[src/cpwm_pkg.sv]
package cpwm_pkg;

  localparam int CNT_W  = 16;
  localparam int DEAD_W = 12;
  localparam int FRAC_W = 16;
  localparam int ADDR_W = 4;
  localparam int DATA_W = 32;

  localparam logic [CNT_W-1:0]  PERIOD_RST    = CNT_W'(1600);
  localparam logic [CNT_W-1:0]  MIN_WIDTH_RST = CNT_W'(1);
  localparam logic [CNT_W-1:0]  MAX_WIDTH_RST = CNT_W'(1600);
  localparam logic [DEAD_W-1:0] DEAD_RST      = DEAD_W'(16);

  typedef enum logic [1:0] {
    REG_PERIOD,
    REG_MIN_WIDTH,
    REG_MAX_WIDTH,
    REG_DEAD
  } reg_idx_t;

  typedef struct packed {
    logic              load_pulse;
    logic [FRAC_W-1:0] lead_fraction;
    logic [FRAC_W-1:0] width_fraction;
    logic              drive_enable;
  } in_t;

  typedef struct packed {
    logic high_side;
    logic low_side;
    logic period_start;
    logic pulse_rejected;
  } out_t;

  typedef struct packed {
    logic [CNT_W-1:0]  period;
    logic [CNT_W-1:0]  min_width;
    logic [CNT_W-1:0]  max_width;
    logic [DEAD_W-1:0] dead;
  } cfg_t;

  typedef struct packed {
    logic             load;
    logic [CNT_W-1:0] lead_ticks;
    logic [CNT_W-1:0] width_ticks;
    logic             drive;
  } scaled_t;

endpackage

[src/cpwm_regs.sv]
module cpwm_regs
  import cpwm_pkg::*;
(
  input  logic              clk,
  input  logic              rst,
  input  logic              psel,
  input  logic              penable,
  input  logic              pwrite,
  input  logic [ADDR_W-1:0] paddr,
  input  logic [DATA_W-1:0] pwdata,
  output logic [DATA_W-1:0] prdata,
  output cfg_t              cfg
);

  reg_idx_t idx;
  logic     wr;

  assign idx = reg_idx_t'(paddr[3:2]);
  assign wr  = psel && penable && pwrite;

  always_ff @(posedge clk) begin
    if (rst) begin
      cfg.period    <= PERIOD_RST;
      cfg.min_width <= MIN_WIDTH_RST;
      cfg.max_width <= MAX_WIDTH_RST;
      cfg.dead      <= DEAD_RST;
    end else if (wr) begin
      case (idx)
        REG_PERIOD:    cfg.period    <= pwdata[CNT_W-1:0];
        REG_MIN_WIDTH: cfg.min_width <= pwdata[CNT_W-1:0];
        REG_MAX_WIDTH: cfg.max_width <= pwdata[CNT_W-1:0];
        REG_DEAD:      cfg.dead      <= pwdata[DEAD_W-1:0];
        default: ;
      endcase
    end
  end

  always_comb begin
    case (idx)
      REG_PERIOD:    prdata = DATA_W'(cfg.period);
      REG_MIN_WIDTH: prdata = DATA_W'(cfg.min_width);
      REG_MAX_WIDTH: prdata = DATA_W'(cfg.max_width);
      REG_DEAD:      prdata = DATA_W'(cfg.dead);
      default:       prdata = '0;
    endcase
  end

endmodule

[src/cpwm_scale.sv]
module cpwm_scale
  import cpwm_pkg::*;
(
  input  logic             clk,
  input  logic             rst,
  input  logic [CNT_W-1:0] period,
  input  logic             item_valid,
  output logic             item_ready,
  input  in_t              item,
  output logic             scaled_valid,
  input  logic             scaled_take,
  output scaled_t          scaled
);

  logic                    s1_valid;
  in_t                     s1_item;
  logic                    s1_load;
  logic                    s2_load;
  logic [FRAC_W+CNT_W-1:0] lead_prod;
  logic [FRAC_W+CNT_W-1:0] width_prod;

  assign s2_load    = s1_valid && (!scaled_valid || scaled_take);
  assign item_ready = !s1_valid || s2_load;
  assign s1_load    = item_valid && item_ready;

  // fraction times period, keep the integer part
  assign lead_prod  = s1_item.lead_fraction * period;
  assign width_prod = s1_item.width_fraction * period;

  always_ff @(posedge clk) begin
    if (rst) begin
      s1_valid     <= 1'b0;
      scaled_valid <= 1'b0;
    end else begin
      if (s1_load) begin
        s1_valid <= 1'b1;
      end else if (s2_load) begin
        s1_valid <= 1'b0;
      end
      if (s2_load) begin
        scaled_valid <= 1'b1;
      end else if (scaled_take) begin
        scaled_valid <= 1'b0;
      end
    end
  end

  always_ff @(posedge clk) begin
    if (s1_load) begin
      s1_item <= item;
    end
    if (s2_load) begin
      scaled.load        <= s1_item.load_pulse;
      scaled.lead_ticks  <= lead_prod[FRAC_W +: CNT_W];
      scaled.width_ticks <= width_prod[FRAC_W +: CNT_W];
      scaled.drive       <= s1_item.drive_enable;
    end
  end

endmodule

[src/cpwm_core.sv]
module cpwm_core
  import cpwm_pkg::*;
(
  input  logic    clk,
  input  logic    rst,
  input  cfg_t    cfg,
  input  logic    scaled_valid,
  output logic    scaled_take,
  input  scaled_t scaled,
  output logic    result_valid,
  input  logic    result_ready,
  output out_t    result
);

  logic [CNT_W-1:0]  tick_count, tick_count_next;
  logic [CNT_W-1:0]  pending_lead, pending_lead_next;
  logic [CNT_W-1:0]  pending_trail, pending_trail_next;
  logic [CNT_W-1:0]  active_lead, active_lead_next;
  logic [CNT_W-1:0]  active_trail, active_trail_next;
  logic              raw_high, raw_high_next;
  logic [DEAD_W-1:0] rise_delay_count, rise_delay_count_next;
  logic [DEAD_W-1:0] fall_delay_count, fall_delay_count_next;
  logic              pending_drive, pending_drive_next;
  logic              active_drive, active_drive_next;
  out_t              result_next;

  logic              start;
  logic              eff;
  logic              fed;
  logic [CNT_W-1:0]  width;
  logic [CNT_W:0]    edge_sum;
  logic [CNT_W:0]    cnt_inc;

  assign scaled_take = scaled_valid && (!result_valid || result_ready);

  always_comb begin
    start = (tick_count == '0);

    raw_high_next = raw_high;
    if (start) begin
      raw_high_next = 1'b0;
    end
    if (tick_count == active_lead) begin
      raw_high_next = 1'b1;
    end
    if (tick_count == active_trail) begin
      raw_high_next = 1'b0;
    end
    eff = active_drive && raw_high_next;

    // rising edge delay
    rise_delay_count_next = rise_delay_count;
    result_next.high_side = 1'b0;
    if (!eff) begin
      rise_delay_count_next = '0;
    end else if (rise_delay_count >= cfg.dead) begin
      result_next.high_side = 1'b1;
    end else begin
      rise_delay_count_next = rise_delay_count + DEAD_W'(1);
    end

    // falling edge delay
    fall_delay_count_next = fall_delay_count;
    if (eff) begin
      fall_delay_count_next = cfg.dead;
      fed = 1'b1;
    end else if (fall_delay_count != '0) begin
      fall_delay_count_next = fall_delay_count - DEAD_W'(1);
      fed = 1'b1;
    end else begin
      fed = 1'b0;
    end
    result_next.low_side     = active_drive ? !fed : fed;
    result_next.period_start = start;

    // width clamp and pulse staging
    width = scaled.width_ticks;
    if (width > cfg.max_width) begin
      width = cfg.max_width;
    end
    if (width < cfg.min_width) begin
      width = cfg.min_width;
    end
    edge_sum = {1'b0, scaled.lead_ticks} + {1'b0, width};

    pending_lead_next          = pending_lead;
    pending_trail_next         = pending_trail;
    result_next.pulse_rejected = 1'b0;
    if (scaled.load) begin
      if (edge_sum >= {1'b0, cfg.period}) begin
        result_next.pulse_rejected = 1'b1;
      end else begin
        pending_lead_next  = scaled.lead_ticks;
        pending_trail_next = edge_sum[CNT_W-1:0];
      end
    end
    pending_drive_next = scaled.drive;

    // period end
    cnt_inc           = {1'b0, tick_count} + (CNT_W+1)'(1);
    active_lead_next  = active_lead;
    active_trail_next = active_trail;
    active_drive_next = active_drive;
    if (cnt_inc >= {1'b0, cfg.period}) begin
      active_lead_next  = pending_lead_next;
      active_trail_next = pending_trail_next;
      active_drive_next = pending_drive_next;
      tick_count_next   = '0;
    end else begin
      tick_count_next = cnt_inc[CNT_W-1:0];
    end
  end

  always_ff @(posedge clk) begin
    if (rst) begin
      tick_count       <= '0;
      pending_lead     <= '0;
      pending_trail    <= CNT_W'(1);
      active_lead      <= '0;
      active_trail     <= CNT_W'(1);
      raw_high         <= 1'b0;
      rise_delay_count <= '0;
      fall_delay_count <= '0;
      pending_drive    <= 1'b1;
      active_drive     <= 1'b1;
      result_valid     <= 1'b0;
    end else begin
      if (scaled_take) begin
        tick_count       <= tick_count_next;
        pending_lead     <= pending_lead_next;
        pending_trail    <= pending_trail_next;
        active_lead      <= active_lead_next;
        active_trail     <= active_trail_next;
        raw_high         <= raw_high_next;
        rise_delay_count <= rise_delay_count_next;
        fall_delay_count <= fall_delay_count_next;
        pending_drive    <= pending_drive_next;
        active_drive     <= active_drive_next;
        result_valid     <= 1'b1;
      end else if (result_ready) begin
        result_valid <= 1'b0;
      end
    end
  end

  always_ff @(posedge clk) begin
    if (scaled_take) begin
      result <= result_next;
    end
  end

endmodule

[src/complementary_pwm_dead_time.sv]
// channel  direction  handshake                     payload
// item     in         item_valid / item_ready       in_t, one timer tick
// result   out        result_valid / result_ready   out_t, gate levels and flags
// config   in         psel penable pwrite pready    paddr, pwdata, prdata
//
// path from request to result: input register, scaling multiply register,
// then counter, dead time and staging logic into the result register
// one request per cycle when the result side keeps up
// a stalled result holds the stages behind it, ready falls only when all are full
// synchronous reset clears the counter, delay counters and valids, sets compares to lead 0, trail 1
module complementary_pwm_dead_time
  import cpwm_pkg::*;
(
  input  logic              clk,
  input  logic              rst,
  input  logic              item_valid,
  output logic              item_ready,
  input  in_t               item,
  output logic              result_valid,
  input  logic              result_ready,
  output out_t              result,
  input  logic              psel,
  input  logic              penable,
  input  logic              pwrite,
  input  logic [ADDR_W-1:0] paddr,
  input  logic [DATA_W-1:0] pwdata,
  output logic [DATA_W-1:0] prdata,
  output logic              pready
);

  cfg_t    cfg;
  logic    scaled_valid;
  logic    scaled_take;
  scaled_t scaled;

  assign pready = 1'b1;

  cpwm_regs u_regs (
    .clk     (clk),
    .rst     (rst),
    .psel    (psel),
    .penable (penable),
    .pwrite  (pwrite),
    .paddr   (paddr),
    .pwdata  (pwdata),
    .prdata  (prdata),
    .cfg     (cfg)
  );

  cpwm_scale u_scale (
    .clk          (clk),
    .rst          (rst),
    .period       (cfg.period),
    .item_valid   (item_valid),
    .item_ready   (item_ready),
    .item         (item),
    .scaled_valid (scaled_valid),
    .scaled_take  (scaled_take),
    .scaled       (scaled)
  );

  cpwm_core u_core (
    .clk          (clk),
    .rst          (rst),
    .cfg          (cfg),
    .scaled_valid (scaled_valid),
    .scaled_take  (scaled_take),
    .scaled       (scaled),
    .result_valid (result_valid),
    .result_ready (result_ready),
    .result       (result)
  );

endmodule

[config.mk]
export PLATFORM = sky130hd
export DESIGN_NAME = complementary_pwm_dead_time
export DESIGN_NICKNAME = d
export VERILOG_FILES = /design/src/cpwm_pkg.sv /design/src/cpwm_regs.sv /design/src/cpwm_scale.sv /design/src/cpwm_core.sv /design/src/complementary_pwm_dead_time.sv
export SDC_FILE = /design/constraint.sdc
export NUM_CORES = 2
export LEC_CHECK = 0
export BUFFER_PORTS_ARGS = -buffer_cell sky130_fd_sc_hd__buf_2
export CORE_MARGIN = 4
export CORE_UTILIZATION = 48
export DETAILED_ROUTE_END_ITERATION = 10
export GPL_ROUTABILITY_DRIVEN = 0
export PLACE_DENSITY = 0.68
export SLEW_MARGIN = 20
export SYNTH_ARGS = -nofsm -noshare
export SYNTH_HDL_FRONTEND = slang
export SYNTH_HIERARCHICAL = 1
export SYNTH_SLANG_ARGS = --single-unit
[constraint.sdc]
create_clock -name clk -period 14.05 [get_ports clk]
set_input_delay 0.7025 -clock clk [delete_from_list [all_inputs] [get_ports clk]]
set_output_delay 0.7025 -clock clk [all_outputs]
set_load 0.05 [all_outputs]
==> results_dict.tcl <==
set metrics [dict create \
    period_minus_slack_ps 9586 \
    synth_area_per_cell_sq_um 9.260 \
    ir_drop_uv 91.98 \
    cp_common_cell "ha_1" \
    dp_cells 4044 \
    syn_area_sq_um 30180 \
    fill_cells 5809 \
    gr-usage-met3_pct 4.075 \
    cts_resized 0 \
    clock_skew_ps 13.59 \
    grt_usage_pct 23.20 \
    finalHoldViolations 0 \
    worst-path-buf-inv 0 \
    hold_buffers 0 \
    synth.yosys.seq_area_share_pct 18.38 \
    holdCritPathClass "input port to register" \
    slew_headroom_pct 28.05 \
    min_from "item[0]" \
    met1_usage_pct 33.44 \
    crit_family "compound AO/OA/AOI/OAI gates" \
    first_pass_iters 6 \
    path_depth 29 \
    ant_nets 0 \
    cts.sinks 241 \
    cts.clk_slew.worst_paths_ps 60 \
    cts_buffer_depth 3 \
    slew_violations 0 \
    cts_tree "yes" \
    diodes 0 \
    grt_pass1_wl_mm 124.9 \
    setup_tns_ps 0 \
    routed_via_density 5.427 \
    drive_gt1_share_pct 7.272 \
    ctsHtreeMaxLevel 1 \
    io_buffers 80 \
    cap_violations 0 \
    finalCritPeriodShare_pct 68.22 \
    vias 22229 \
    yosysWarnings 6 \
    synth-async-reset-ratio_pct 0 \
    ioPinCount 116 \
    cts_setup_buffers 0 \
    clkLatencyLatePin_ps 580 \
    critical_path.max_stage_delay_ps 940 \
    die_h_um 258.7 \
    ys_ff_latch 241 \
    holdPathEnd "u_scale/s1_item[0]" \
    status "finished, final reports clean" \
    grt_util_met2_pct 36.92 \
    dp_hpwl_mm 55.32 \
    synth_cell_types 97 \
    whs_path_depth 1 \
    grt_pass1_vias 22805 \
    fmax_mhz 104.3 \
    layout_common_cells "537 x inv_1, 387 x fa_1, 352 x nand2_1" \
    crit_slowest_cell "and3_2" \
    tightest_slew_ps 1079 \
    initial_core_util_pct 48.72 \
    fin_nets 3999 \
    gr-total-overflow 0 \
    syn2layout_area_growth_pct 6.169 \
    antenna_found_initial 1 \
    wirelength_mm 76.81 \
    grt_max_degree 81 \
    wire_per_inst_um 18.75 \
    synth_edf_count 72 \
    rsz0062_at_grt "no" \
    reg2regPathDepth 29 \
    powerDensity_nw_per_um2 90.51 \
    grt.busiest_layer "met2" \
    syn-instance-count 3259 \
    clock-root-buffer "clkbuf_16" \
    drt_iter0_drc 1659 \
    synth_ff_type "dfxtp_1" \
    leakage_nw 15.19 \
    reg2reg_from "u_scale/scaled[15]" \
    r2r_setup_slack_ps 4460 \
    final_common_cell "inv_1" \
    startpoint_type "register" \
    setup_violations 0 \
    timing.rr.end "u_core/active_lead[3]" \
    fin_cells 4096 \
    cp-end-kind "register" \
    drcViolationCount 0 \
    die_area_sq_um 66950 \
    critical_path_class "register to register" \
    cp.required_ps 14530 \
    worst_ep_arrival_time_ps 10070 \
    cts_buffers 28 \
    dieWidth_um 258.7 \
    crit_fanout 32 \
    std_cell_rows 91 \
    core_area_sq_um 61940 \
]
worst max path at each step:
stage                  startpoint                     end  slack, ps
2_1_floorplan      u_regs/cfg[26]  u_core/active_trail[0]       6520
3_3_place_gp   u_scale/scaled[15]  u_core/active_trail[0]       4590
3_5_place_dp   u_scale/scaled[15]  u_core/active_lead[10]       4440
4_1_cts        u_scale/scaled[15]  u_core/active_lead[10]       4460
5_1_grt        u_scale/scaled[15]  u_core/active_trail[8]       3730
6_report       u_scale/scaled[15]   u_core/active_lead[3]       4460
report_power, final:
part           switching [mW]  leakage (nW)  internal (mW)  total, mW
logic                   0.774          12.7          0.510       1.28
clock network           0.308         0.475          0.458      0.766
registers              0.0622          2.05          0.787      0.849
sequential cells by signal, indices dropped and copies added, names as in the netlist, 4 cells and up:
name,flops
u_core/active_lead,16
u_core/result,4
u_core/fall_delay_count,12
u_core/pending_trail,16
u_core/pending_lead,16
u_scale/s1_item,34
u_regs/cfg,60
u_scale/scaled,34
u_core/rise_delay_count,12
u_core/tick_count,16
u_core/active_trail,16
kinds of logic after synthesis:
kind of cell             share of synthesized area [%]
buffers and inverters                            9.495
AO/OA/AOI/OAI                                    7.778
AND/OR/NAND/NOR                                  17.07
adder cells (fa/ha/maj)                          38.03
flip-flops                                       18.38
XOR/XNOR                                         2.728
multiplexers                                     6.501
other                                          0.02489
metal layers:
metal / wire, um / up-vias
li1: - / 10466
met1: 35230 / 10957
met2: 34400 / 718
met3: 5480 / 88
met4: 1700 / 0
met5: 0 / -
final cells by class:
type	count	area, sq um	share of cell area [%]
clock buffers	42	814.5	2.542
inverters	537	2016	6.291
repair buffers	107	605.6	1.890
multi-input cells	2322	21850	68.20
flip-flops and latches	241	5547	17.31
well taps	837	1047	3.269
clock inverters	10	157.7	0.4921
metrics by stage:
step	worst slack, ps	util (%)	power [mW]	cell area (sq um)	hold slack, ps
floorplan	6521	-	1.800	30230	400.3
global placement	4587	50.14	2.107	31060	416.5
detailed placement	4441	50.16	2.128	31070	410.4
CTS	4460	51.73	2.909	32040	255.8
global route	3727	51.73	3.130	32040	259.1
finish	4464	51.73	2.900	32040	292.1
synth_stat cells, drive strengths merged (7+ instances only):
master   instances  share of area (%)
a2111oi          8               0.30
a211oi          40                1.1
a21boi           7               0.17
a21o            30               0.75
a21oi          103                1.7
and2           244                5.1
and3            18               0.37
and4             8               0.25
buf             60                1.4
clkbuf         114                1.4
dfxtp          169                 11
edfxtp          72                7.2
fa             387                 26
ha             298                 12
inv            537                6.7
mux2            32                1.2
mux2i          133                4.4
mux4            12               0.90
nand2          354                4.4
nand2b          82                1.7
nand3           46               0.81
nand4           37               0.77
nor2           127                1.6
nor2b            8               0.17
nor3            28               0.50
nor4            14               0.34
o211ai          11               0.29
o21ai           62                1.0
o21bai           7               0.17
o31ai           11               0.27
or3              9               0.20
or4             10               0.26
xnor2           50                1.5
xor2            44                1.3
Note: power is estimated with default switching activity, not from simulation.
